## config.mk

```make
export PLATFORM = sky130hd
export DESIGN_NAME = ksi_lane
export DESIGN_NICKNAME = d
export VERILOG_FILES = /design/src/rtl/core/ksi_pkg.sv /design/src/rtl/core/ksi_lane.sv
export SDC_FILE = /design/constraint.sdc
export NUM_CORES = 2
export LEC_CHECK = 0
export CORE_UTILIZATION = 30
export DETAILED_ROUTE_END_ITERATION = 16
export DONT_BUFFER_PORTS = 1
export PLACE_DENSITY = 0.45
export SYNTH_ARGS = -nofsm -noshare
export SYNTH_HDL_FRONTEND = slang
export SYNTH_SLANG_ARGS = --single-unit
```

## constraint.sdc

```tcl
create_clock -name clk -period 11.7 [get_ports clk]
set_clock_uncertainty 0.15 [all_clocks]
set_input_delay 1.17 -clock clk [delete_from_list [all_inputs] [get_ports clk]]
set_output_delay 1.17 -clock clk [all_outputs]
set_load 0.02 [all_outputs]
```

## src/rtl/core/ksi_pkg.sv

```systemverilog
// ----------------------------------------------------------------------------
// ksi_pkg: shared types and constants of the keyframe spline interpolator
// Keyframe record, command and result transactions, controller states,
// function, status and mode codes, saturation helpers.
// ----------------------------------------------------------------------------
package ksi_pkg;

	localparam int MAX_KEYS = 16;
	localparam int IDX_W    = $clog2(MAX_KEYS);
	localparam int CNT_W    = $clog2(MAX_KEYS + 1);

	localparam logic [16:0] ONE_Q16 = 17'd65536;
	localparam logic [16:0] HALF_Q16 = 17'd32768;
	localparam logic [15:0] TEN_MAX = 16'd32768;

	// command functions
	localparam logic [1:0] FUNC_INSERT = 2'd0;
	localparam logic [1:0] FUNC_SETTEN = 2'd1;
	localparam logic [1:0] FUNC_INTERP = 2'd2;

	// result status codes
	localparam logic [2:0] ST_OK    = 3'd0;
	localparam logic [2:0] ST_EMPTY = 3'd1;
	localparam logic [2:0] ST_FULL  = 3'd2;
	localparam logic [2:0] ST_RANGE = 3'd3;
	localparam logic [2:0] ST_ZERO  = 3'd4;

	// interpolation modes
	localparam logic [2:0] MODE_LINEAR = 3'd0;
	localparam logic [2:0] MODE_IN     = 3'd1;
	localparam logic [2:0] MODE_OUT    = 3'd2;
	localparam logic [2:0] MODE_INOUT  = 3'd3;
	localparam logic [2:0] MODE_STEP   = 3'd4;
	localparam logic [2:0] MODE_SPLINE = 3'd5;

	typedef struct packed {
		logic        [1:0]  func;
		logic signed [31:0] item_time;
		logic signed [31:0] pos_x;
		logic signed [31:0] pos_y;
		logic signed [31:0] pos_z;
		logic signed [31:0] scale_x;
		logic signed [31:0] scale_y;
		logic signed [31:0] scale_z;
		logic        [15:0] tension_in;
		logic        [3:0]  key_index;
	} cmd_t;

	typedef struct packed {
		logic        [2:0]  status;
		logic signed [31:0] out_time;
		logic signed [31:0] out_pos_x;
		logic signed [31:0] out_pos_y;
		logic signed [31:0] out_pos_z;
		logic signed [31:0] out_scale_x;
		logic signed [31:0] out_scale_y;
		logic signed [31:0] out_scale_z;
		logic        [15:0] out_tension;
	} res_t;

	// one stored keyframe; component 0 is x
	typedef struct packed {
		logic signed [31:0] time_v;
		logic [2:0][31:0]   pos;
		logic [2:0][31:0]   scale;
		logic [15:0]        ten;
	} key_t;

	// coefficients shared by all component lanes
	typedef struct packed {
		logic signed [17:0] alpha;
		logic signed [17:0] h1;
		logic signed [17:0] h2;
		logic signed [17:0] h3;
		logic signed [17:0] h4;
		logic signed [17:0] f;
		logic               spline;
		logic               k0;
		logic               klast;
	} lane_coef_t;

	typedef enum logic [3:0] {
		S_IDLE, S_DUR, S_DUR2, S_MOD, S_SRCH, S_F1, S_F2, S_F3, S_F4, S_F5,
		S_FRAC, S_SQ, S_CUBE, S_H, S_LANE
	} state_t;

	localparam logic signed [55:0] SAT_MAX = 56'sd2147483647;
	localparam logic signed [55:0] SAT_MIN = -56'sd2147483648;

	function automatic logic signed [31:0] sat32(input logic signed [55:0] v);
		logic signed [31:0] r;
		if (v > SAT_MAX) r = 32'sh7FFF_FFFF;
		else if (v < SAT_MIN) r = 32'sh8000_0000;
		else r = 32'(v);
		return r;
	endfunction

	function automatic logic [31:0] abs32(input logic signed [31:0] v);
		return v[31] ? (~v + 32'd1) : v;
	endfunction

endpackage

```

## src/rtl/core/ksi_lane.sv

```systemverilog
// ----------------------------------------------------------------------------
// ksi_lane: one component lane
// Shared multiplier with a step sequence: tangents, Hermite sum, linear
// blend of position and of scale.
// ----------------------------------------------------------------------------
module ksi_lane import ksi_pkg::*; (
	input  logic               clk,
	input  logic               arst_n,
	input  logic               go,
	input  lane_coef_t         coef,
	input  logic signed [31:0] p0,
	input  logic signed [31:0] p1,
	input  logic signed [31:0] p2,
	input  logic signed [31:0] p3,
	input  logic signed [31:0] s1,
	input  logic signed [31:0] s2,
	output logic signed [31:0] pos,
	output logic signed [31:0] scale,
	output logic               done
);

	logic [2:0]         st_q, st_s1;
	logic               run_q, vld_s1, done_q;
	logic signed [33:0] pe0, pe3;
	logic signed [34:0] opa;
	logic signed [17:0] opb;
	logic signed [52:0] prod_s1;
	logic signed [34:0] m1_q, m2_q;
	logic signed [55:0] acc_q;
	logic signed [31:0] lin_q, pos_q, scl_q;

	assign pos   = pos_q;
	assign scale = scl_q;
	assign done  = done_q;

	// phantom end points
	always_comb begin
		pe0 = coef.k0 ? (34'(p1) + 34'(p1) - 34'(p2)) : 34'(p0);
		pe3 = (!coef.k0 && coef.klast) ? (34'(p2) + 34'(p2) - 34'(p1)) : 34'(p3);
	end

	// operand select per step
	always_comb begin
		case (st_q)
			3'd0: begin opa = 35'(p2) - 35'(pe0); opb = coef.alpha; end
			3'd1: begin opa = 35'(pe3) - 35'(p1); opb = coef.alpha; end
			3'd2: begin opa = 35'(p1);            opb = coef.h1;    end
			3'd3: begin opa = 35'(p2);            opb = coef.h2;    end
			3'd4: begin opa = m1_q;               opb = coef.h3;    end
			3'd5: begin opa = m2_q;               opb = coef.h4;    end
			3'd6: begin opa = 35'(p2) - 35'(p1);  opb = coef.f;     end
			default: begin opa = 35'(s2) - 35'(s1); opb = coef.f; end
		endcase
	end

	// multiply, then consume the registered product in the next cycle
	always_ff @(posedge clk) begin
		prod_s1 <= opa * opb;
		if (vld_s1) begin
			case (st_s1)
				3'd0: m1_q <= 35'(prod_s1 >>> 16);
				3'd1: m2_q <= 35'(prod_s1 >>> 16);
				3'd2: acc_q <= 56'(prod_s1);
				3'd3, 3'd4, 3'd5: acc_q <= acc_q + 56'(prod_s1);
				3'd6: lin_q <= 32'(35'(p1) + 35'(prod_s1 >>> 16));
				default: begin
					scl_q <= 32'(35'(s1) + 35'(prod_s1 >>> 16));
					pos_q <= coef.spline ? sat32(acc_q >>> 16) : lin_q;
				end
			endcase
		end
	end

	// step sequencer
	always_ff @(posedge clk or negedge arst_n) begin
		if (!arst_n) begin
			st_q   <= '0;
			run_q  <= 1'b0;
			st_s1  <= '0;
			vld_s1 <= 1'b0;
			done_q <= 1'b0;
		end else begin
			st_s1  <= st_q;
			vld_s1 <= run_q;
			done_q <= vld_s1 && st_s1 == 3'd7;
			if (go) begin
				st_q  <= '0;
				run_q <= 1'b1;
			end else if (run_q) begin
				st_q <= st_q + 3'd1;
				if (st_q == 3'd7) run_q <= 1'b0;
			end
		end
	end

endmodule

```

==> Word-level counts from Yosys, hierarchy flattened <==
Cells that the tools add are included.
{ "classes": {"n_mux": 13, "bitwise": 1, "n_eq_ne": 14, "add_sub_neg": 12, "reduce_logical": 15, "magnitude_cmp": 2, "multipliers": 1} }
{ "ops": {"columns": ["cell", "n"], "rows": [
  ["$pmux 35 s7", 1],
  ["$pmux 56 s2", 1],
  ["$mux 32", 3],
  ["$pmux 18 s5", 1],
  ["$mux 34", 2],
  ["$sub 33x32->34", 2],
  ["$add 32x32->33", 2],
  ["$sub 32x32->33", 2],
  ["$add 32x32->32", 2],
  ["$add 56x53->56", 1],
  ["$mul 35x18->53", 1],
  ["$gt 40x32->1 const B", 1],
  ["$lt 40x32->1 const B", 1],
  ["$sub 32x34->35", 1],
  ["$sub 34x32->35", 1],
  ["$eq 3x3->1 const B", 8],
  ["$eq 3x2->1 const B", 4],
  ["$reduce_and 2->1", 5],
  ["$reduce_or 7->1", 1],
  ["$eq 3x1->1 const B", 2],
  ["$logic_not 3->1", 2],
  ["$mux 3", 2],
  ["$reduce_bool 2->1", 2],
  ["$add 3x1->3 const B", 1],
  ["other kinds (6)", 9]
]} }
{ "word_totals": {"wordCells": 70, "register_bits": 284, "output_inout_bits": 65} }

==> Longest topological paths before layout <==
{ "depth": {"ltp_word": 6, "mapped_depth": 51, "ltp_nobuf": 48} }

==> Worst setup path before layout <==
No wires, ideal clock.
{ "synth_timing": {"path_type": "input to register", "from": "input port p2[1]", "to": "register prod_s1[49]", "arrival_ns": 11.415, "stages": 46, "t_required_ns": 11.478, "setup_slack_ns": 0.063, "cell_sequence": "inv_1 ha_1 a21o_1 a21o_1 a311oi_1 a22oi_1 a21o_1 a311o_1 a21o_1 a21oi_1 xnor2_1 mux2i_1 ha_1 and4_4 a221o_1 or3_4 o21ai_4 o21ai_2 [10 not listed] inv_1 fa_1 inv_1 fa_1 inv_1 fa_1 inv_1 ha_1 clkbuf_1 a21o_1 a21o_1 a21o_1 a21oi_1 nor2b_1 o21ai_0 nand2b_1 a221oi_1 xnor2_1"} }
{ "synth_between": {"elab_chain_cells": 6} }
{ "synth_rtl": {"columns": ["item", "line_no", "text"], "rows": [
  ["from (decl)", "ksi_lane.sv:13", "input logic signed [31:0] p2,"],
  ["$add 32x32->33", "ksi_lane.sv:39", "pe3 = (!coef.k0 && coef.klast) ? (34'(p2) + 34'(p2) - 34'(p1)) : 34'(p3);"],
  ["$sub 33x32->34", "ksi_lane.sv:39", null],
  ["$mux 34", "ksi_lane.sv:39", null],
  ["$sub 34x32->35", "ksi_lane.sv:46", "3'd1: begin opa = 35'(pe3) - 35'(p1); opb = coef.alpha; end"],
  ["$pmux 35 s7 (*)", "ksi_lane.sv:44", "case (st_q)"],
  ["$mul 35x18->53 (*)", "ksi_lane.sv:58", "prod_s1 <= opa * opb;"],
  ["to (signal assigned)", "ksi_lane.sv:58", null],
  ["to (decl)", "ksi_lane.sv:27", "logic signed [52:0] prod_s1;"]
]} }
Every way passes the cells marked *; elsewhere a longest branch is shown, timed or not.
A chain may end at the register's enable or synchronous reset.

==> Worst setup path in the final report <==
{ "layout_timing": {"from": "input port p2[5]", "to": "register prod_s1[51]"} }
Same word-level chain as after synthesis.

==> results.sh <==
export IMPL_coreArea_sq_um=163000
export IMPL_synth_largest_area_cell="fa_1"
export IMPL_period_minus_slack_ps=11320
export IMPL_critPathMaxFanout=8
export IMPL_cts_hold_buf=0
export IMPL_drt_iter0_markers=3495
export IMPL_crit_top_cell="fa_1"
export IMPL_grt_max_degree=61
export IMPL_grt_pass1_vias=44970
export IMPL_critPathTopFamily="adder cells"
export IMPL_period_share_pct=96.74
export IMPL_gp_congestion=0.9823
export IMPL_avgRoutedWirePerCell_um=25.90
export IMPL_root_buffer="clkbuf_16"
export IMPL_maxCapViolCount=0
export IMPL_overflow=0
export IMPL_yosysWarnings=0
export IMPL_async_flop_share_pct=3.169
export IMPL_cp_arrival_ps=11640
export IMPL_dr_pass1_iters=5
export IMPL_required_ps=12020
export IMPL_fin_nets=7565
export IMPL_synth_area_top_cells="fa_1 (25%), edfxtp_1 (14%), ha_1 (11%)"
export IMPL_clock_sinks=284
export IMPL_stdcell_count=8435
export IMPL_placed_area_sq_um=56340
export IMPL_yosysMostFrequentCell="inv_1"
export IMPL_synth_common_cells="inv_1 (850), nand2_1 (691), fa_1 (605)"
export IMPL_fin_area_sq_um=58110
export IMPL_vias=44010
export IMPL_antenna_found_initial=43
export IMPL_drive_gt1_share_pct=14.28
export IMPL_die_y_um=407.2
export IMPL_hp_class="in -> async"
export IMPL_htreeDepth=2
export IMPL_syn_avg_cell_area_sq_um=8.603
export IMPL_hold_violations=0
export IMPL_syn_to_final_growth_pct=17.98
export IMPL_ys_ff_latch=284
export IMPL_status="complete, no violations"
export IMPL_slowest_delay_ps=560
export IMPL_postRouteAntennaNets=0
export IMPL_reg2reg_slack_ps=1570
export IMPL_initial_core_util_pct=30.23
export IMPL_dp_hpwl_um=183400
export IMPL_cp_buffers_inverters=9
export IMPL_synth_edf_count=222
export IMPL_slew_violations=0
export IMPL_ioPinCount=371
export IMPL_critPathKind="in -> reg"
export IMPL_viasPerCell=5.218
export IMPL_grt_first_pass_wirelength_um=313500
export IMPL_cts_inserted_buffers=37
export IMPL_cp_end_kind="flip-flop"
export IMPL_critPathLaunchType="input port"
export IMPL_track_usage_pct=25.93
export IMPL_netlist_instances=5725
export IMPL_synth_nets=7086
export IMPL_die_area_sq_um=165800
export IMPL_fmax_mhz=88.35
export IMPL_setup_viol=0
export IMPL_synth_ff_type="edfxtp_1"
export IMPL_cts_clk_slew_worst_paths_ps=60
export IMPL_wl_um=218400
export IMPL_cts_tree="built"
export IMPL_placementRows=148
export IMPL_slew_headroom_pct=19.85
export IMPL_netlist_area_sq_um=49250
export IMPL_yosysTopAreaCellShare_pct=24.59
export IMPL_placement_io_buffers=0
export IMPL_dp_cells=8334
export IMPL_die_w_um=407.2
export IMPL_clk_path_buf_depth=3
export IMPL_worst_pin_slew_ps=1202
export IMPL_cp_slowest_cell="fa_1"
export IMPL_ys_types=105
export IMPL_synth_seq_area_share_pct=16.15
export IMPL_remaining_drc_errors=0
export IMPL_insertion_delay_ps=590
stage by stage:
step / TNS (ps) / worst slack, ps / hold slack, ps / utilization [%]
5_1_grt: -52.42 / -42.85 / 102.7 / 35.64
2_1_floorplan: 0 / 62.95 / 268.9 / -
3_5_place_dp: -9630 / -725.6 / 301.5 / 34.58
3_3_place_gp: -8100 / -667.1 / 301.7 / 34.58
6_report: 0 / 381.6 / 129.1 / 35.66
4_1_cts: 0 / 56.41 / 93.63 / 35.38
cell families after synthesis:
logic type,after synthesis,share of synthesized area (%)
xor+xnor,316,5.619
simple gates,1606,14.77
buf+inv,1067,8.253
flops,284,16.15
fa+ha+maj,1055,36.02
compound gates,1349,18.19
mux,48,0.9983
layout by cell type (no fill, tap or decap), drive strengths merged, types with 176 or more instances in the layout:
master,Yosys,final
inv,850,853
nand2,692,692
buf,47,657
fa,605,605
ha,450,450
a21oi,390,390
nor2,387,387
o21ai,241,241
edfxtp,222,222
xnor2,202,202
a21o,176,176
sequential cells by signal, indices dropped and copies added, names as in the netlist, 3 cells and up:
name,count
st_s1,3
lin_q,32
pos,32
m1_q,35
scale,32
acc_q,56
st_q,3
prod_s1,53
m2_q,35
cell type report:
cell class              count  area, sq um
multi-input cells        4374        37780
repair buffers            657         5119
flip-flops and latches    284         7953
well taps                2175         2721
diodes                     27        67.56
fillers                 16980       104800
clock inverters            28        336.6
inverters                 850         3191
clock buffers              40        947.2
timing repair:
action | 4_1_cts | 5_1_grt
resized for setup | 6 | 78
pin swaps | 0 | 40
buffers inserted | 0 | 7
endpoints found under the setup margin | 7 | 20
routing by layer:
| layer | routed length (um) | share of wire, % | vias up | global-route usage [%] |
|---|---|---|---|---|
| met5 | 258 | 0.12 | - | 0 |
| met4 | 9074 | 4.2 | 36 | 9.493 |
| met3 | 17350 | 7.9 | 287 | 5.631 |
| met2 | 99580 | 46 | 1423 | 42.21 |
| met1 | 92170 | 42 | 22010 | 33.56 |
| li1 | - | - | 20250 | - |
final timing paths:
| path | start | end | depth (start not counted) |
|---|---|---|---|
| max in group asynchronous | arst_n | st_s1[2] | 0 |
| worst min-delay path | arst_n | run_q | 0 |
| min in group clk | st_q[1] | st_s1[1] | 0 |
| worst min register to register | st_q[1] | st_s1[1] | 0 |
| worst max-delay path | p2[5] | prod_s1[51] | 47 |
| worst max register to register | st_q[1] | prod_s1[48] | 32 |
Power is left out: the tool's default activity adds up to more than one toggle a clock period on the data nets, which glitch-free logic cannot reach.
