[src/rtl/core/ksi_pkg.sv]
// ----------------------------------------------------------------------------
// ksi_pkg: shared types and constants of the keyframe spline interpolator
// Keyframe record, command and result transactions, controller states,
// function, status and mode codes, saturation helpers.
// ----------------------------------------------------------------------------
package ksi_pkg;

	localparam int MAX_KEYS = 16;
	localparam int IDX_W    = $clog2(MAX_KEYS);
	localparam int CNT_W    = $clog2(MAX_KEYS + 1);

	localparam logic [16:0] ONE_Q16 = 17'd65536;
	localparam logic [16:0] HALF_Q16 = 17'd32768;
	localparam logic [15:0] TEN_MAX = 16'd32768;

	// command functions
	localparam logic [1:0] FUNC_INSERT = 2'd0;
	localparam logic [1:0] FUNC_SETTEN = 2'd1;
	localparam logic [1:0] FUNC_INTERP = 2'd2;

	// result status codes
	localparam logic [2:0] ST_OK    = 3'd0;
	localparam logic [2:0] ST_EMPTY = 3'd1;
	localparam logic [2:0] ST_FULL  = 3'd2;
	localparam logic [2:0] ST_RANGE = 3'd3;
	localparam logic [2:0] ST_ZERO  = 3'd4;

	// interpolation modes
	localparam logic [2:0] MODE_LINEAR = 3'd0;
	localparam logic [2:0] MODE_IN     = 3'd1;
	localparam logic [2:0] MODE_OUT    = 3'd2;
	localparam logic [2:0] MODE_INOUT  = 3'd3;
	localparam logic [2:0] MODE_STEP   = 3'd4;
	localparam logic [2:0] MODE_SPLINE = 3'd5;

	typedef struct packed {
		logic        [1:0]  func;
		logic signed [31:0] item_time;
		logic signed [31:0] pos_x;
		logic signed [31:0] pos_y;
		logic signed [31:0] pos_z;
		logic signed [31:0] scale_x;
		logic signed [31:0] scale_y;
		logic signed [31:0] scale_z;
		logic        [15:0] tension_in;
		logic        [3:0]  key_index;
	} cmd_t;

	typedef struct packed {
		logic        [2:0]  status;
		logic signed [31:0] out_time;
		logic signed [31:0] out_pos_x;
		logic signed [31:0] out_pos_y;
		logic signed [31:0] out_pos_z;
		logic signed [31:0] out_scale_x;
		logic signed [31:0] out_scale_y;
		logic signed [31:0] out_scale_z;
		logic        [15:0] out_tension;
	} res_t;

	// one stored keyframe; component 0 is x
	typedef struct packed {
		logic signed [31:0] time_v;
		logic [2:0][31:0]   pos;
		logic [2:0][31:0]   scale;
		logic [15:0]        ten;
	} key_t;

	// coefficients shared by all component lanes
	typedef struct packed {
		logic signed [17:0] alpha;
		logic signed [17:0] h1;
		logic signed [17:0] h2;
		logic signed [17:0] h3;
		logic signed [17:0] h4;
		logic signed [17:0] f;
		logic               spline;
		logic               k0;
		logic               klast;
	} lane_coef_t;

	typedef enum logic [3:0] {
		S_IDLE, S_DUR, S_DUR2, S_MOD, S_SRCH, S_F1, S_F2, S_F3, S_F4, S_F5,
		S_FRAC, S_SQ, S_CUBE, S_H, S_LANE
	} state_t;

	localparam logic signed [55:0] SAT_MAX = 56'sd2147483647;
	localparam logic signed [55:0] SAT_MIN = -56'sd2147483648;

	function automatic logic signed [31:0] sat32(input logic signed [55:0] v);
		logic signed [31:0] r;
		if (v > SAT_MAX) r = 32'sh7FFF_FFFF;
		else if (v < SAT_MIN) r = 32'sh8000_0000;
		else r = 32'(v);
		return r;
	endfunction

	function automatic logic [31:0] abs32(input logic signed [31:0] v);
		return v[31] ? (~v + 32'd1) : v;
	endfunction

endpackage

[src/rtl/core/ksi_div.sv]
// ----------------------------------------------------------------------------
// ksi_div: shared restoring divider
// One quotient bit per cycle; used for the time wrap remainder and for the
// segment fraction.
// ----------------------------------------------------------------------------
module ksi_div import ksi_pkg::*; (
	input  logic        clk,
	input  logic        arst_n,
	input  logic        start,
	input  logic [33:0] init_rem,
	input  logic [31:0] dvd,
	input  logic [32:0] dvs,
	input  logic [5:0]  nsteps,
	output logic [33:0] rem,
	output logic [15:0] quo,
	output logic        done
);

	logic [33:0] rem_q;
	logic [31:0] dvd_q;
	logic [32:0] dvs_q;
	logic [15:0] quo_q;
	logic [5:0]  cnt_q;
	logic        run_q;
	logic        done_q;
	logic [33:0] trial;
	logic        ge;

	assign rem  = rem_q;
	assign quo  = quo_q;
	assign done = done_q;

	// one trial subtraction
	assign trial = {rem_q[32:0], dvd_q[31]};
	assign ge    = trial >= {1'b0, dvs_q};

	always_ff @(posedge clk) begin
		if (start) begin
			rem_q <= init_rem;
			dvd_q <= dvd;
			dvs_q <= dvs;
			quo_q <= '0;
		end else if (run_q) begin
			rem_q <= ge ? trial - {1'b0, dvs_q} : trial;
			dvd_q <= {dvd_q[30:0], 1'b0};
			quo_q <= {quo_q[14:0], ge};
		end
	end

	always_ff @(posedge clk or negedge arst_n) begin
		if (!arst_n) begin
			run_q  <= 1'b0;
			cnt_q  <= '0;
			done_q <= 1'b0;
		end else begin
			done_q <= 1'b0;
			if (start) begin
				run_q <= 1'b1;
				cnt_q <= nsteps;
			end else if (run_q) begin
				cnt_q <= cnt_q - 6'd1;
				if (cnt_q == 6'd1) begin
					run_q  <= 1'b0;
					done_q <= 1'b1;
				end
			end
		end
	end

endmodule

[config.mk]
export PLATFORM = sky130hd
export DESIGN_NAME = ksi_div
export DESIGN_NICKNAME = d
export VERILOG_FILES = /design/src/rtl/core/ksi_pkg.sv /design/src/rtl/core/ksi_div.sv
export SDC_FILE = /design/constraint.sdc
export NUM_CORES = 1
export LEC_CHECK = 0
export BUFFER_PORTS_ARGS = -buffer_cell sky130_fd_sc_hd__buf_2
export CAP_MARGIN = 20
export CORE_MARGIN = 1
export CORE_UTILIZATION = 51
export CTS_BUF_LIST = sky130_fd_sc_hd__clkbuf_2 sky130_fd_sc_hd__clkbuf_4 sky130_fd_sc_hd__clkbuf_8
export CTS_CLUSTER_DIAMETER = 30
export CTS_CLUSTER_SIZE = 30
export DETAILED_ROUTE_END_ITERATION = 12
export HOLD_SLACK_MARGIN = 0.15
export PLACE_DENSITY = 0.79
export SLEW_MARGIN = 20
export SYNTH_ARGS = -nofsm -noshare
export SYNTH_HDL_FRONTEND = slang
export SYNTH_SLANG_ARGS = --single-unit
[constraint.sdc]
create_clock -name clk -period 3.1 [get_ports clk]
set_input_delay 0.465 -clock clk [delete_from_list [all_inputs] [get_ports clk]]
set_output_delay 0.465 -clock clk [all_outputs]
set_load 0.01 [all_outputs]
# Word level (Yosys, flattened, before mapping)
# Index checks and enable logic that the tools add are counted.
[totals]
reg_bits = 123
in_bits = 108
[classes]
add_sub_neg = 2
order_cmp = 1
eq_ne = 1
n_mux = 13
n_reduce_logical = 1
[ops]
columns = ["op", "count"]
rows = [
  ["$mux W34", 3],
  ["$mux W32", 2],
  ["$ge A34 B33 Y1", 1],
  ["$sub A34 B33 Y34", 1],
  ["$mux W6", 2],
  ["$eq A6 B1 Y1 const B", 1],
  ["$mux W1", 6],
  ["$sub A6 B1 Y6 const B", 1],
  ["$reduce_bool A2 Y1", 1],
]

# Longest topological paths before layout
# Gate-level depths: netlist of the first run.
[depth]
word_depth = 4
mapped_depth = 13

# Worst setup path after synthesis of the first run
# OpenSTA, ideal clock, no wires.
[synth_timing]
kind = "register -> register"
from = "register rem_q[1] (netlist: rem[1])"
to = "register rem_q[28] (netlist: rem[28]) (data pin)"
setup_ns = 0.261
arrival_ns = 2.918
setup_slack_ns = -0.079
path_stages_with_launch = 11
period_less_slack_ns = 3.179
path_cell_list = "edfxtp_1 -> ha_1 -> nor2b_1 -> o31a_1 -> o31ai_4 -> a211oi_2 -> or4b_4 -> a31oi_4 -> buf_4 -> nor2_1 -> a221o_1"
[synth_between]
elab_chain_len = 4
elab_cells_between_ends = 5
cone_classes = "add/sub (1); order compare (1); mux (3)"
[synth_rtl]
columns = ["item", "line_no", "source"]
rows = [
  ["start, declared", "ksi_div.sv:19", "logic [33:0] rem_q;"],
  ["start signal, assigned", "ksi_div.sv:39", "rem_q <= init_rem;"],
  ["start signal, assigned", "ksi_div.sv:44", "rem_q <= ge ? trial - {1'b0, dvs_q} : trial;"],
  ["$sub A34 B33 Y34 or $ge A34 B33 Y1 (tied branches)", "ksi_div.sv:44, ksi_div.sv:35", ""],
  ["$mux W34 *", "ksi_div.sv:44", ""],
  ["$mux W34 *", "ksi_div.sv:43", "end else if (run_q) begin"],
  ["$mux W34 *", "ksi_div.sv:38", "if (start) begin"],
]
# Every way passes the cells marked *; elsewhere a longest branch is shown, timed or not. The select of a mux whose other input is x is not followed.
# A chain may end at the register's enable or synchronous reset.

# Worst setup path after layout of the first run
[layout_timing]
from = "register dvd_q[31]"
to = "register rem_q[1] (netlist: rem[1]) (data pin)"
[layout_between]
elab_chain_len = 4
elab_cells_between_ends = 5
cone_classes = "add/sub (1); order compare (1); mux (3)"
[layout_rtl]
columns = ["item", "line_no", "source"]
rows = [
  ["start, declared", "ksi_div.sv:20", "logic [31:0] dvd_q;"],
  ["start signal, assigned", "ksi_div.sv:40", "dvd_q <= dvd;"],
  ["start signal, assigned", "ksi_div.sv:45", "dvd_q <= {dvd_q[30:0], 1'b0};"],
  ["$sub A34 B33 Y34 or $ge A34 B33 Y1 (tied branches)", "ksi_div.sv:44, ksi_div.sv:35", ""],
  ["$mux W34 *", "ksi_div.sv:44", ""],
  ["$mux W34 *", "ksi_div.sv:43", ""],
  ["$mux W34 *", "ksi_div.sv:38", ""],
]
# Marks and branches as above.

==> qor_table.md, run 1 <==
| Step | Item | Reported |
|---|---|---|
| outcome | Result of the run | complete, but fails checks |
| outcome | Failing checks | design-rule violations |
| floorplan | Chip Width | 120.1 µm |
| power | Share of power burned in combinational logic | 0.513 |
| placed design | Port Buf Inserts | 158 |
| detailed routing | Average via count per standard cell | 5.456 |
| detailed routing | Total via count in the routed design | 5745 |
| critical path | Critical path endpoint category | register |
| global route | Vias in the first global route | 5381 |
| global route | Gr ovfl total | 0 |
| power | Leak | 0.004048 µW |
| power | Internal Power | 4904 µW |
| critical path | Crit path from | dvd_q[31] |
| critical path | Crit Path Max Fanout | 5 |
| power | Switching part of the total power | 0.3983 |
| synthesis | Net count after synthesis | 828 |
| detailed routing | Detailed router's first-iteration violation count | 274 |
| synthesis | Combinational family with the most area after synthesis | compound AO/OA/AOI/OAI gates |
| timing | Max-slew violations | 0 |
| global route | Initial antenna violation count | 0 |
| timing | Minimum clock period | 3068 ps |
| floorplan | Height of the die | 120.1 µm |
| detailed routing | Antenna-violating nets left | 0 |
| timing | Fraction of the cycle the final worst path needs | 0.9897 |
| synthesis | Area fraction of the dominant cell type after synthesis | 0.4176 |
| synthesis | Number of different library cells in the post-synthesis netlist | 61 |
| timing | Maximum clock frequency | 325.9 MHz |
| timing | Worst Skew | 13.13 ps |
| cts | Maximum number of buffers from clock root to sink | 2 |
| global route | Overall global routing resource usage | 0.2335 |
| layout | # diodes | 0 |
| placed design | Final weighted congestion in routability-driven placement | 0.8799 |
| synthesis | Synthesized flop and latch total | 123 |
| synthesis | Most frequent cells after synthesis | edfxtp_1, nand2_1, nor2_1 |
| timing | Endpoints failing hold | 0 |
| synthesis | Seq/Total Area, Yosys | 0.4908 |
| synthesis | Share of synthesized area spent on multiplexers | 0.07892 |
| synthesis | Adder and majority gate portion of the synthesized area | 0.06433 |
| critical path | Arrival time worst endpoint | 3270 ps |
| layout | Final instance area | 8897 µm² |
| cts | CTS tree | built |
| detailed routing | Final routed DRC violation total | 2 |
| timing | Final setup violation count | 0 |
| power | Tot Pwr | 8150 µW |
| cts | Root cell of the clock tree | clkbuf_8 |
| floorplan | Number of placement rows | 42 |
| synthesis | Synth top area cells | edfxtp_1, ha_1, mux2_2 |
| floorplan | Effective utilization at floorplan | 0.5291 |
| synthesis | Post-Synth Simple-Gate Area | 0.1237 |
| floorplan | Core area | 13450 µm² |
| power | Clock power frac | 0.183 |
| layout | Syn-to-layout area delta | 25.00% |
| synthesis | Post-Syn Area | 7118 µm² |
| synthesis | Xor/xnor share of the synthesized area | 0.02953 |
| critical path | RR Startpoint | dvd_q[31] |
| critical path | Critical path start-end classification | register to register |
| run | Max-cap violation count | 0 |
| synthesis | Async set-or-reset flop fraction in the synthesized netlist | 0.06504 |
| hold path | Source of the worst hold timing path | dvs[31] |
| synthesis | EDFF count, synth | 99 |
| global route | First-pass GRT wire length | 26010 µm |
| synthesis | Average footprint of a synthesized cell | 10.41 µm² |
| detailed routing | Detailed-router iteration count before antenna repair | 10 |
| detailed routing | Per-cell routed wire length | 15.82 µm |
| timing | RSZ-0062 raised after global routing | yes |
| detailed routing | Total detailed-routing wirelength | 16660 µm |
| layout | Total number of nets in the final design | 1008 |
| layout | Share of final-layout standard cells stronger than drive strength 1 | 0.3330 |
| timing | Transition at the pin with the smallest max-transition slack | 533.4 ps |
| floorplan | Die Footprint | 14430 µm² |
| timing | Slew HR | 0.6428 |
| synthesis | Count of synthesis-stage warnings from yosys | 0 |
| timing | WHS | 181.1 ps |
| power | Total power per unit cell area | 916.0 nW/µm² |
| cts | Number of buffers inserted during clock tree synthesis | 17 |
| power | Sw Pwr | 3247 µW |
| placed design | Post-placement cell area | 8275 µm² |
| global route | Maximum number of pins on one net before global-route repair | 49 |
| synthesis | Post-synthesis compound-gate area fraction | 0.1638 |
| power | Sequential share of power | 0.304 |
| critical path | Required time of the critical path | 3300 ps |
| critical path | Critical Path Start Type | register |
| power | Highest ir drop seen on vdd | 0.0005309 V |
| synthesis | Cell count after synthesis | 684 |
| synthesis | Post-synthesis cell type with the largest combined area | edfxtp_1 |
| cts | Insertion delay to the later sink of the worst-skew pair | 450 ps |
| synthesis | Most common cell in the netlist | edfxtp_1 |
| placed design | Detailed-placement wirelength estimate | 11990 µm |
| synthesis | Most used flip-flop cell after synthesis | edfxtp_1 |
| floorplan | Number of ports placed on the die boundary | 159 |
| hold path | Worst min-delay path category | primary input to register |
| cts | Clock transition time at the flip-flop clock pins of the worst setup and hold paths | 80 ps |
| cts | Clock Sinks | 123 |
| cts | Number of H-tree levels | 4 |
==> worst max-delay path: stages, from the launching register on <==
cell,delay (ps)
edfxtp_1,390
inv_2,90
ha_4,140
fa_2,200
nor2b_2,50
o31a_1,300
o31ai_4,210
a211oi_2,100
or4b_4,540
a31oi_4,270
buf_12,170
mux2i_1,80
mux2_2,270
==> final cells by class <==
| class | count | area (µm²) |
|---|---|---|
| clock buffer | 17 | 234.0 |
| clock inverter | 15 | 178.9 |
| fill | 1083 | 4556 |
| inverter | 47 | 176.4 |
| multi-input combinational | 476 | 3385 |
| sequential | 123 | 3493 |
| tap | 176 | 220.2 |
| timing repair buffer | 199 | 1210 |
==> power by group through the flow <==
stage	clock network, µW	registers (µW)	logic (µW)
floorplan	0	2570	2680
global placement	0	2500	3860
detailed placement	0	2510	3910
CTS	1520	2480	3950
global route	1590	2520	4610
finish	1490	2480	4180
==> worst paths after layout <==
path,endpoint,slack (ps),cells after the start
max in group asynchronous,done,2550,2
setup / recovery,rem[1],30,12
hold / removal,dvs_q[31],180,1
min in group asynchronous,cnt_q[3],370,2
setup reg to reg,rem[1],30,12
hold reg to reg,quo[15],520,2
==> logic make-up (layout without fill, tap and decap cells) <==
group           after synthesis  after routing
buf+inv                      85            278
mux                          52             52
compound gates              171            171
simple gates                193            193
xor+xnor                     24             24
flops                       123            123
fa+ha+maj                    36             36
==> repair_timing <==
action / CTS / global route
setup endpoints to repair: 29 / 34
pin swaps: 2 / 10
cloned: 0 / 1
hold buffers: 1 / 3
setup buffers: 0 / 4
gates resized for setup: 2 / 26
hold endpoints to repair: 8 / 3
==> layer usage <==
layer / global-route usage / vias up / wire [µm]
met5: 0 / - / 0
met4: 0.05625 / 0 / 160
met3: 0.08175 / 16 / 1086
met2: 0.3790 / 168 / 8049
met1: 0.2972 / 2683 / 7362
li1: - / 2878 / -
==> flip-flops by register name, indices dropped and copies added (netlist names) <==
register and flops:
quo 16, done 1, cnt_q 6, rem 34, dvs_q 33, run_q 1, dvd_q 32
==> cell usage in the layout (no fill, tap or decap), types with 26 or more instances in the layout <==
cell type  instances
buf_2            157
edfxtp_1          99
mux2_2            33
ha_1              29
nor2_1            58
o21ai_0           26
a21oi_1           37
nand2_1           66
inv_1             45
buf_4             29
==> metrics by stage <==
stage / instances / TNS [ps] / util / setup WS (ps)
4_1_cts: 1045 / 0 / 0.6474 / 6.315
3_3_place_gp: 1012 / -8.693 / 0.6151 / -3.408
5_1_grt: 1053 / -369.9 / 0.6614 / -91.23
2_1_floorplan: 684 / 0 / - / 8.244
3_5_place_dp: 1012 / -686.9 / 0.6151 / -73.43
6_report: 1053 / 0 / 0.6614 / 31.79
No activity file was read; power rests on OpenSTA's default activity.
==> run 2: changes to the inputs <==
Settings changed: SETUP_SLACK_MARGIN from default to 0.4.
==> run 2 against run 1 <==
Power up 3.2%; sequential share of layout area down 0.59 points; fmax down 1.0%; via count up 2.9%; the run now ends clean.
==> qor_table.md, run 2 (synthesized netlist as in run 1, its figures left out) <==
| Step | Item | Reported |
|---|---|---|
| floorplan | Die Footprint | 14430 µm² |
| layout | Final cell count without fillers | 1057 |
| timing | RSZ-0062 raised after global routing | yes |
| critical path | Crit Path Max Fanout | 6 |
| cts | Maximum number of buffers from clock root to sink | 2 |
| global route | Vias in the first global route | 5690 |
| detailed routing | Detailed-router iteration count before antenna repair | 7 |
| global route | Initial antenna violation count | 1 |
| detailed routing | Detailed router's first-iteration violation count | 339 |
| cts | Insertion delay to the later sink of the worst-skew pair | 460 ps |
| detailed routing | Uppermost layer routed | met4 |
| timing | Endpoints failing hold | 0 |
| layout | Sequential cell area | 3493 µm² |
| power | Leak | 0.004093 µW |
| timing | Worst Skew | 19.25 ps |
| critical path | Arrival time worst endpoint | 3300 ps |
| floorplan | Number of placement rows | 42 |
| detailed routing | Final routed DRC violation total | 0 |
| layout | Total number of nets in the final design | 1012 |
| timing | Fraction of the cycle the final worst path needs | 0.9999 |
| detailed routing | Total detailed-routing wirelength | 17240 µm |
| placed design | # placed instances | 1009 |
| floorplan | Chip Width | 120.1 µm |
| timing | Max-slew violations | 0 |
| layout | Area occupied by multi-input gates | 3491 µm² |
| detailed routing | Sum of met3 wire segment lengths after detailed routing | 1169 µm |
| cts | Number of buffers inserted during clock tree synthesis | 17 |
| floorplan | Core area | 13450 µm² |
| cts | CTS tree | built |
| placed design | Port Buf Inserts | 158 |
| run | Max-cap violation count | 0 |
| floorplan | Height of the die | 120.1 µm |
| detailed routing | Routed length on met2 | 8320 µm |
| floorplan | Effective utilization at floorplan | 0.5291 |
| power | Highest ir drop seen on vdd | 0.0004951 V |
| cts | Clock Sinks | 123 |
| placed design | Final weighted congestion in routability-driven placement | 0.9128 |
| critical path | Critical path start-end classification | register to register |
| detailed routing | Per-cell routed wire length | 16.31 µm |
| global route | Maximum number of pins on one net before global-route repair | 39 |
| layout | Syn-to-layout area delta | 26.91% |
| global route | Gr ovfl total | 0 |
| detailed routing | Average via count per standard cell | 5.593 |
| cts | Clock transition time at the flip-flop clock pins of the worst setup and hold paths | 90 ps |
| placed design | Detailed-placement wirelength estimate | 12390 µm |
| layout | Share of final-layout standard cells stronger than drive strength 1 | 0.3530 |
| layout | # diodes | 0 |
| outcome | Result of the run | finished, final reports clean |
| timing | Minimum clock period | 3100 ps |
| detailed routing | Antenna-violating nets left | 0 |
| layout | Number of fillers in the final layout | 1122 |
| cts | Root cell of the clock tree | clkbuf_8 |
| timing | Maximum clock frequency | 322.6 MHz |
| cts | Number of H-tree levels | 4 |
| placed design | Post-placement cell area | 8248 µm² |
| detailed routing | Met1 layer wirelength in the final routing | 7389 µm |
| critical path | Critical path endpoint category | register |
| timing | Slew HR | 0.5704 |
| layout | Final instance area | 9034 µm² |
| layout | Max reg flops | 34 |
| critical path | Required time of the critical path | 3300 ps |
| power | Total power per unit cell area | 931.1 nW/µm² |
| hold path | Worst min-delay path category | primary input to register |
| timing | Transition at the pin with the smallest max-transition slack | 643.1 ps |
| timing | Final setup violation count | 0 |
| global route | First-pass GRT wire length | 27160 µm |
| layout | Leading cell type in the layout, fill and taps excluded | buf_2 |
| global route | Overall global routing resource usage | 0.2446 |
| floorplan | Number of ports placed on the die boundary | 159 |
| critical path | Critical Path Start Type | register |
| layout | Most frequent cells in the layout | buf_2, edfxtp_1, nor2_1 |
| detailed routing | Total via count in the routed design | 5912 |
[run 2: changes by cell type in the layout (fill, tap and decap cells not counted), moves of 3 or more]
cell / previous run / this run
buf_4: 29 / 35
dlygate4sd3_1: 4 / 1
ha_4: 2 / 5
nand2_1: 66 / 58
nand2_2: 0 / 8
[run 2: worst paths after layout]
kind	start	endpoint	slack (ps)	depth (start not counted)
min in group asynchronous	arst_n	cnt_q[2]	390	2
min	dvs[23]	dvs_q[23]	170	1
max	rem[1]	rem[1]	0.3	10
max in group asynchronous	arst_n	cnt_q[5]	2550	2
max reg2reg	rem[1]	rem[1]	0.3	10
min reg2reg	quo[15]	quo[15]	510	2
[run 2: layout make-up]
cell class | count | area share
sequential | 123 | 0.3867
multi-input combinational | 476 | 0.3864
timing repair buffer | 203 | 0.1361
clock buffer | 17 | 0.02590
tap | 176 | 0.02438
clock inverter | 15 | 0.02050
inverter | 47 | 0.01994
[run 2: where the power goes]
group / leakage (µW) / internal, µW / switching [µW]
Combinational: 0.00264 / 2040 / 2360
Clock: 0.000212 / 810 / 710
Sequential: 0.00124 / 2230 / 265
Total: 0.00409 / 5080 / 3330
[run 2: repair_timing]
| item | 4_1_cts | 5_1_grt |
|---|---|---|
| pin swaps | 9 | 26 |
| hold buffers | 1 | 0 |
| resized for setup | 21 | 30 |
| cloned | 1 | 0 |
| setup buffers | 8 | 6 |
| endpoints found under the setup margin | 35 | 35 |
| hold endpoints to repair | 8 | 0 |
[run 2: stage by stage]
stage | setup TNS, ps | total power (µW) | setup WS [ps] | hold WS [ps] | util
final | 0 | 8411 | 0.3366 | 173.9 | 0.6715
after global placement | 0 | 6339 | 1.173 | 315.6 | 0.6131
after CTS | 0 | 8171 | 36.25 | 154.2 | 0.6579
after detailed placement | -147.5 | 6403 | -46.92 | 316.0 | 0.6131
after global routing | -1835 | 8965 | -113.3 | 152.3 | 0.6715
after floorplan | 0 | 5269 | 87.66 | 169.4 | -
[run 2: routing by layer]
metal / vias to the layer above / track usage
li1: 2875 / -
met1: 2823 / 0.2983
met2: 180 / 0.4037
met3: 34 / 0.07747
met4: 0 / 0.08984
met5: - / 0
[run 2: worst max-delay path: stages (launching register included)]
cell and delay [ps]:
edfxtp_1 450, ha_4 270, nor2b_2 160, o31a_1 290, o31ai_4 260, a211oi_2 120, or4b_4 530, a31oi_4 270
buf_6 180, mux2i_2 80, mux2_4 260
